**config.mk**
```make
export PLATFORM = sky130hd
export DESIGN_NAME = qco_center
export DESIGN_NICKNAME = d
export VERILOG_FILES = /design/src/hw/rtl/qco_pkg.sv /design/src/hw/rtl/qco_center.sv
export SDC_FILE = /design/constraint.sdc
export NUM_CORES = 1
export LEC_CHECK = 0
export BUFFER_PORTS_ARGS = -buffer_cell sky130_fd_sc_hd__buf_2
export CORE_UTILIZATION = 45
export DETAILED_ROUTE_END_ITERATION = 7
export GPL_TIMING_DRIVEN = 0
export PLACE_DENSITY = 0.69
export SLEW_MARGIN = 0
export SYNTH_ARGS = -nofsm -noshare
export SYNTH_HDL_FRONTEND = slang
export SYNTH_SLANG_ARGS = --single-unit
```
**constraint.sdc**
```tcl
create_clock -name clk_i -period 0.9 [get_ports clk_i]
set_input_delay 0.045 -clock clk_i [delete_from_list [all_inputs] [get_ports clk_i]]
set_output_delay 0.045 -clock clk_i [all_outputs]
set_load 0.02 [all_outputs]
```
**src/hw/rtl/qco_pkg.sv**
```systemverilog
// ----------------------------------------------------------------------------
// qco_pkg
// Shared constants and types for the quad corner ordering pipeline.
// ----------------------------------------------------------------------------
package qco_pkg;

  localparam int NUM_PTS   = 4;
  localparam int NUM_PAIRS = NUM_PTS * (NUM_PTS - 1) / 2;

  // corner index / ring position
  typedef logic [1:0] idx_t;

endpackage

```
**src/hw/rtl/qco_center.sv**
```systemverilog
// ----------------------------------------------------------------------------
// qco_center
// Stage 1: centroid offsets 4*p - sum(p) for every corner, registered.
// ----------------------------------------------------------------------------
module qco_center #(
  parameter int CoordW = 16
) (
  input  logic                     clk_i,
  input  logic                     rst_ni,
  input  logic                     valid_i,
  input  logic [CoordW-1:0]        x_i  [qco_pkg::NUM_PTS],
  input  logic [CoordW-1:0]        y_i  [qco_pkg::NUM_PTS],
  output logic                     valid_o,
  output logic [CoordW-1:0]        x_o  [qco_pkg::NUM_PTS],
  output logic [CoordW-1:0]        y_o  [qco_pkg::NUM_PTS],
  output logic signed [CoordW+2:0] dx_o [qco_pkg::NUM_PTS],
  output logic signed [CoordW+2:0] dy_o [qco_pkg::NUM_PTS]
);
  import qco_pkg::*;

  localparam int SumW = CoordW + 2;
  localparam int OffW = CoordW + 3;

  logic [SumW-1:0]        sx, sy;
  logic signed [OffW-1:0] dx_d [NUM_PTS];
  logic signed [OffW-1:0] dy_d [NUM_PTS];

  logic                   valid_q;
  logic [CoordW-1:0]      x_q  [NUM_PTS];
  logic [CoordW-1:0]      y_q  [NUM_PTS];
  logic signed [OffW-1:0] dx_q [NUM_PTS];
  logic signed [OffW-1:0] dy_q [NUM_PTS];

  always_comb begin
    sx = '0;
    sy = '0;
    for (int i = 0; i < NUM_PTS; i++) begin
      sx = sx + SumW'(x_i[i]);
      sy = sy + SumW'(y_i[i]);
    end
    for (int i = 0; i < NUM_PTS; i++) begin
      dx_d[i] = $signed({1'b0, x_i[i], 2'b00}) - $signed({1'b0, sx});
      dy_d[i] = $signed({1'b0, y_i[i], 2'b00}) - $signed({1'b0, sy});
    end
  end

  always_ff @(posedge clk_i or negedge rst_ni) begin
    if (!rst_ni) begin
      valid_q <= 1'b0;
    end else begin
      valid_q <= valid_i;
    end
  end

  always_ff @(posedge clk_i) begin
    if (valid_i) begin
      x_q  <= x_i;
      y_q  <= y_i;
      dx_q <= dx_d;
      dy_q <= dy_d;
    end
  end

  assign valid_o = valid_q;
  assign x_o     = x_q;
  assign y_o     = y_q;
  assign dx_o    = dx_q;
  assign dy_o    = dy_q;

`ifndef SYNTHESIS
  // offsets from the centroid always cancel
  assert property (@(posedge clk_i) disable iff (!rst_ni)
    valid_q |-> ((dx_q[0] + dx_q[1] + dx_q[2] + dx_q[3]) == '0 &&
                 (dy_q[0] + dy_q[1] + dy_q[2] + dy_q[3]) == '0))
    else $error("centroid offsets do not sum to zero");
`endif

endmodule

```
* Yosys cells after proc, flatten, opt, wreduce, memory -nomap -nowiden
Index checks and enable logic that the tools add are counted.
** Operators by class
- $add $sub $neg :: 14
** Operators with widths (number)
- $sub A18 B18 Y19 :: 8
- $add A17 B16 Y18 :: 2
- $add A18 B16 Y18 :: 2
- $add A16 B16 Y17 :: 2
** Word-level totals
- Output and inout port bits :: 281
- Input bits :: 131
- Logic and storage cells :: 31
- Bits in registers :: 281

* Depth between registers and ports, before layout
Gate-level depths: netlist of the first run.
- Depth after elaboration :: 4
- Gate-level depth with buffers :: 22

* Worst setup path before layout of the first run
No wires, ideal clock.
- Path type :: input -> register
- Start point :: input port x_i[1] (netlist bit)
- End point :: register dx_q, in the netlist dx_o[16] (data pin)
- Setup slack :: -3974 ps
- Arrival :: 4614 ps
- Required time :: 641 ps
- Buffers on the path :: 0
- Setup time :: 259 ps
- Cell stages on the path :: 20
- Cell sequence :: inv_1 -> fa_1 -> inv_1 -> fa_1 -> ha_1 -> inv_1 -> fa_1 -> nor2b_1 -> o21ai_0 -> a21o_1 -> ha_1 -> and3_1 -> a2111oi_2 -> a21oi_1 -> a31o_2 -> maj3_2 -> a21oi_2 -> o31ai_1 -> a311o_1 -> xor2_1
** RTL lines
- from (decl) :: line qco_center.sv:11 : input logic [CoordW-1:0] x_i [qco_pkg::NUM_PTS],
- to (signal assigned) :: line qco_center.sv:59 : dx_q <= dx_d;
- to (decl) :: line qco_center.sv:31 : logic signed [OffW-1:0] dx_q [NUM_PTS];

==> flow_metrics.tcl, run 1 <==
set metrics [dict create \
    run_status "complete, but fails checks" \
    failed_checks "negative hold slack, negative setup slack" \
    critPathBufInv 6 \
    ys_seq_elements 269 \
    antenna_found_initial 4 \
    root_buffer "clkbuf_16" \
    p_per_area_nw_per_um2 4437 \
    ys_seq_area_share_pct 47.18 \
    viasPerCell 5.287 \
    nets 2534 \
    critPathTopFamily "adder cells" \
    htreeDepth 1 \
    std_cell_rows 71 \
    cts_tree "built" \
    ys_types 75 \
    cap_violations 0 \
    grt_start_max_net_pins 132 \
    routed_wl_um 51960 \
    worstHoldPathCells 3 \
    drc 0 \
    grt_usage_pct 25.69 \
    avgSynthCellArea_um2 11.77 \
    syn_inst 1454 \
    die_w_um 197 \
    rsz0062_at_grt "true" \
    final_util_pct 70.54 \
    hold_ws_ns -0.01590 \
    fin_ws_ns -3.468 \
    pin_count 412 \
    crit_fanout 5 \
    netlist_top_cells_area "edfxtp_1 (47%), ha_1 (11%), fa_1 (7.5%)" \
    gp_congestion 0.8956 \
    cts.sinks 269 \
    grt_pass1_wl_um 77930 \
    period_needed_ns 4.368 \
    tightest_slew_ns 0.7645 \
    slowest_delay_ns 0.55 \
    wl_met2_um 26090 \
    crit_path_cell_trace "buf_8 > inv_8 > fa_1 > inv_2 > fa_1 > ha_4 > inv_2 > fa_2 > buf_4 > buf_6 > xor2_4 > ha_4 > and3_4 > a2111oi_4 > a21oi_2 > a31o_2 > maj3_2 > a21oi_4 > o31ai_4 > a311o_1 > xor2_1" \
    yosys_warnings 0 \
    clockBufferDepth 3 \
    met1_length_um 21230 \
    maxSlewHeadroom_pct 49.03 \
    crit_cells 21 \
    critPathKind "input pin to flop" \
    ant_nets 0 \
    numPortBuffers 411 \
    critPathCaptureType "flop" \
    area_delta_synth_final_pct 54.91 \
    yosysMostFrequentCell "edfxtp_1" \
    initial_core_util_pct 45.54 \
    drive_above_1_share_pct 46.58 \
    slowest_stage "fa_1" \
    die-area_um2 38810 \
    seq_area_um2 8073 \
    grt_overflow_total 0 \
    path_clk_slew_ns 0.06 \
    ir_drop_mv 2.046 \
    place_inst 2378 \
    finalCritPeriodShare_pct 485.3 \
    p_leak_nw 11.18 \
    dieHeight_um 197 \
    fillers 2568 \
    layout.cells.non_filler 2721 \
    timing.fmax_mhz 228.9 \
    synth_top_cells_by_count "edfxtp_1 (268), inv_1 (181), ha_1 (148)" \
    netlist_area_um2 17110 \
    wire_per_inst_um 19.09 \
    dr_wl_met3_um 3408 \
    startpoint_type "input pin" \
    syn_nets 1797 \
    grt_pass1_vias 14520 \
    synth-async-reset-ratio_pct 0.3717 \
    ctsHoldBuffers 132 \
    dr_total_vias 14390 \
    required_ns 1.20 \
    core_area_um2 37580 \
    yosys.area.top_type_share_pct 47.03 \
    drtIter0Drc 645 \
    slew_violations 0 \
    dp_hpwl_um 34780 \
    synth_edf_count 268 \
    cts_buffers 29 \
    setup_violations 419 \
    critPathArrivalTime_ns 4.67 \
    top_layer "met5" \
    hold_class "input pin to flop" \
    drt_pass1_iterations 5 \
    multi_input_area_um2 11100 \
    yosys.area.top_type "edfxtp_1" \
    synth_flop_cell "edfxtp_1" \
    final-hold-violation-count 2 \
]
final timing paths:
path / start / end / slack (ns)
min in group asynchronous: rst_ni / valid_o / 0.33
min: y_i[48] / dy_o[59] / -0.02
max: x_i[1] / dx_o[16] / -3.47
max in group asynchronous: rst_ni / valid_o / 0.47
repair_timing:
action / CTS / global route
resized for setup: 337 / 133
endpoints found under the setup margin: 419 / 419
cloned: 0 / 0
endpoints found under the hold margin: 156 / 2
pin swaps: 170 / 124
buffers inserted: 113 / 54
through the flow:
stage | setup WS [ns] | TNS [ns] | power [mW] | hold WS [ns] | cell area, um2
3_5_place_dp | -4.464 | -514.02 | 80.02 | -0.1789 | 20640
4_1_cts | -3.403 | -418.23 | 108.5 | -0.05095 | 25470
5_1_grt | -3.594 | -456.17 | 124.6 | -0.01525 | 26510
6_report | -3.468 | -429.31 | 117.6 | -0.01590 | 26510
2_1_floorplan | -3.625 | -369.65 | 65.56 | -0.2506 | 17880
3_3_place_gp | -4.446 | -1493.71 | 78.72 | -0.1811 | 20580
cell usage in the layout, fill, tap and decap left out, types with 59 or more instances in the layout:
cell,n
ha_4,70
nor2_1,59
buf_6,67
xnor2_1,72
ha_1,64
buf_4,126
inv_1,164
dlygate4sd3_1,132
buf_2,391
fa_1,61
edfxtp_1,268
report_power, final:
group / internal [mW] / switching [mW]
clock network: 6.16 / 4.93
registers: 20.9 / 0.976
logic: 40.6 / 44.0
total: 67.7 / 49.9
cell families after synthesis:
family / Yosys count / share of synthesized area [%]
buf+inv: 202 / 4.731
mux: 2 / 0.1170
compound gates: 315 / 12.60
flops: 269 / 47.18
fa+ha+maj: 227 / 19.21
simple gates: 297 / 8.899
xor+xnor: 142 / 7.268
flip-flops by register name, indices dropped and copies added, names as in the netlist:
| name | flops |
|---|---|
| dx_o | 70 |
| y_o | 64 |
| x_o | 64 |
| dy_o | 70 |
| valid_o | 1 |
routing by layer:
layer  vias to the layer above  global-route usage (%)
met5                         -                       0
met4                         6                   6.546
met3                        82                   5.441
met2                       441                   45.40
met1                      7089                   31.83
li1                       6768                       -
cell type report:
class | count | share of cell area [%]
Timing Repair Buffer | 707 | 18.91
Inverter | 181 | 2.648
Multi-Input combinational cell | 983 | 41.87
Antenna cell | 1 | 0.009440
Clock buffer | 39 | 2.879
Buffer | 20 | 0.5239
Clock inverter | 10 | 0.2926
Tap cell | 511 | 2.412
Sequential cell | 269 | 30.45
No activity file was read; power rests on OpenSTA's default activity.
==> run 2, diff against run 1 <==
HOLD_SLACK_MARGIN = 0.06   (was default)
PLACE_DENSITY = 0.7   (was 0.69)
==> flow_metrics.tcl, run 2 (synthesized netlist as in run 1, its figures left out) <==
set metrics [dict create \
    period_needed_ns 4.489 \
    slowest_stage "fa_1" \
    critPathLaunch "x_i[17]" \
    tightest_slew_ns 0.7413 \
    power_switching_mw 52.29 \
    final-hold-violation-count 53 \
    dp_hpwl_um 34680 \
    required_ns 1.21 \
    dr_total_vias 14700 \
    critPathArrivalTime_ns 4.80 \
    htreeDepth 1 \
    layout.cells.non_filler 2736 \
    slowest_delay_ns 0.55 \
    drive_above_1_share_pct 48.72 \
    nets 2546 \
    final_common_cell "buf_2" \
    path_clk_slew_ns 0.06 \
    grt_pass1_vias 14730 \
    placed_area_um2 20640 \
    run_status "complete, but fails checks" \
    fin_area_um2 27040 \
    critPathCaptureType "flop" \
    internal_power_mw 70.03 \
    core_area_um2 37580 \
    slew_violations 0 \
    drt_pass1_iterations 5 \
    drtIter0Drc 720 \
    power_mw 122.3 \
    clockBufferDepth 3 \
    die_w_um 197 \
    pin_count 412 \
    p_per_area_nw_per_um2 4523 \
    setup_violations 537 \
    antenna_found_initial 4 \
    gp_congestion 0.9038 \
    viasPerCell 5.372 \
    area_delta_synth_final_pct 58.04 \
    finalSetupTns_ns -442.21 \
    initial_core_util_pct 45.54 \
    clockPowerShare_pct 9.6 \
    critPathTopFamily "adder cells" \
    crit_path_cell_trace "buf_8 > inv_4 > fa_1 > inv_2 > fa_1 > ha_4 > inv_2 > fa_2 > buf_6 > nor2b_4 > o31a_1 > o21ai_1 > nand2b_1 > xnor2_4 > ha_4 > nor3_2 > o211ai_1 > a31oi_1 > maj3_2 > o311ai_4 > a2111o_1 > a21oi_2 > xnor2_1" \
    layout_common_cells "buf_2 (389), edfxtp_1 (268), inv_1 (162)" \
    cts.sinks 269 \
    grt_pass1_wl_um 79630 \
    grt_overflow_total 0 \
    cap_violations 0 \
    std_cell_rows 71 \
    p_comb_share_pct 72.4 \
    root_buffer "clkbuf_16" \
    hold_ws_ns -0.1052 \
    crit_end "dx_o[17]" \
    critPathBufInv 5 \
    timing.fmax_mhz 222.8 \
    wire_per_inst_um 20.30 \
    dp_slack_ns -4.476 \
    grt_start_max_net_pins 119 \
    hold_class "input pin to flop" \
    ir_drop_mv 2.479 \
    p_leak_nw 11.40 \
    crit_fanout 4 \
    ant_nets 0 \
    place_inst 2378 \
    maxSlewHeadroom_pct 50.20 \
    rsz0062_at_grt "true" \
    routed_wl_um 55550 \
    startpoint_type "input pin" \
    drc 0 \
    cts_buffers 29 \
    netSwitchingFraction_pct 42.75 \
    finalCritPeriodShare_pct 498.8 \
    critPathKind "input pin to flop" \
    crit_cells 23 \
    ctsHoldBuffers 135 \
    dieHeight_um 197 \
    die-area_um2 38810 \
    numPortBuffers 411 \
    grt_usage_pct 26.43 \
    fin_ws_ns -3.589 \
    power_frac_seq_pct 18.0 \
    failed_checks "negative hold slack, negative setup slack" \
    hold_start "valid_i" \
    cts_tree "built" \
]
[run 2: changes by cell type in the layout (fill, tap and decap cells not counted), moves of 6 or more]
cell,before,now
buf_6,67,81
nor2_1,59,53
ha_4,70,76
xnor2_2,15,25
xnor2_1,72,63
[run 2: stage by stage]
step / util (%) / hold slack (ns)
2_1_floorplan: - / -0.2506
3_3_place_gp: 54.77 / -0.1809
3_5_place_dp: 54.94 / -0.1783
4_1_cts: 67.85 / -0.1046
5_1_grt: 71.95 / -0.1363
6_report: 71.97 / -0.1052
[run 2: per-layer routing]
metal,part of all wire [%],GRT usage [%],vias up
met5,0.025,0,-
met3,7.3,5.784,128
met1,39,32.47,7187
li1,-,-,6796
met4,3.3,8.010,2
met2,51,46.30,586
[run 2: worst min-delay path by stage]
stage	endpoint	slack [ns]	cells past startpoint
finish	valid_o	-0.11	1
global route	valid_o	-0.14	1
CTS	valid_o	-0.10	1
detailed placement	valid_o	-0.18	1
global placement	valid_o	-0.18	1
floorplan	valid_o	-0.25	0
[run 2: repair_timing]
item / 4_1_cts / 5_1_grt
setup buffers: 113 / 85
pin swaps: 148 / 184
endpoints found under the setup margin: 537 / 537
hold endpoints to repair: 299 / 92
gates resized for setup: 325 / 236
[run 2: final cells by class]
cell class	instances	area [um2]
Timing Repair Buffer	718	5179
Clock buffer	33	740.7
Tap cell	511	639.4
Clock inverter	16	155.1
Antenna cell	4	10.01
Multi-Input combinational cell	983	11400
Sequential cell	269	8073
Buffer	21	137.6
Inverter	181	706.9
Fill cell	2383	10530
[run 2: power by group through the flow]
stage	clock network [mW]	registers [mW]	logic [mW]
after global placement	0	22.2	56.6
after global routing	12.3	22.3	94.3
final	11.8	22.0	88.5
after CTS	11.9	22.0	75.3
after detailed placement	0	22.1	57.8
after floorplan	0	27.2	38.4
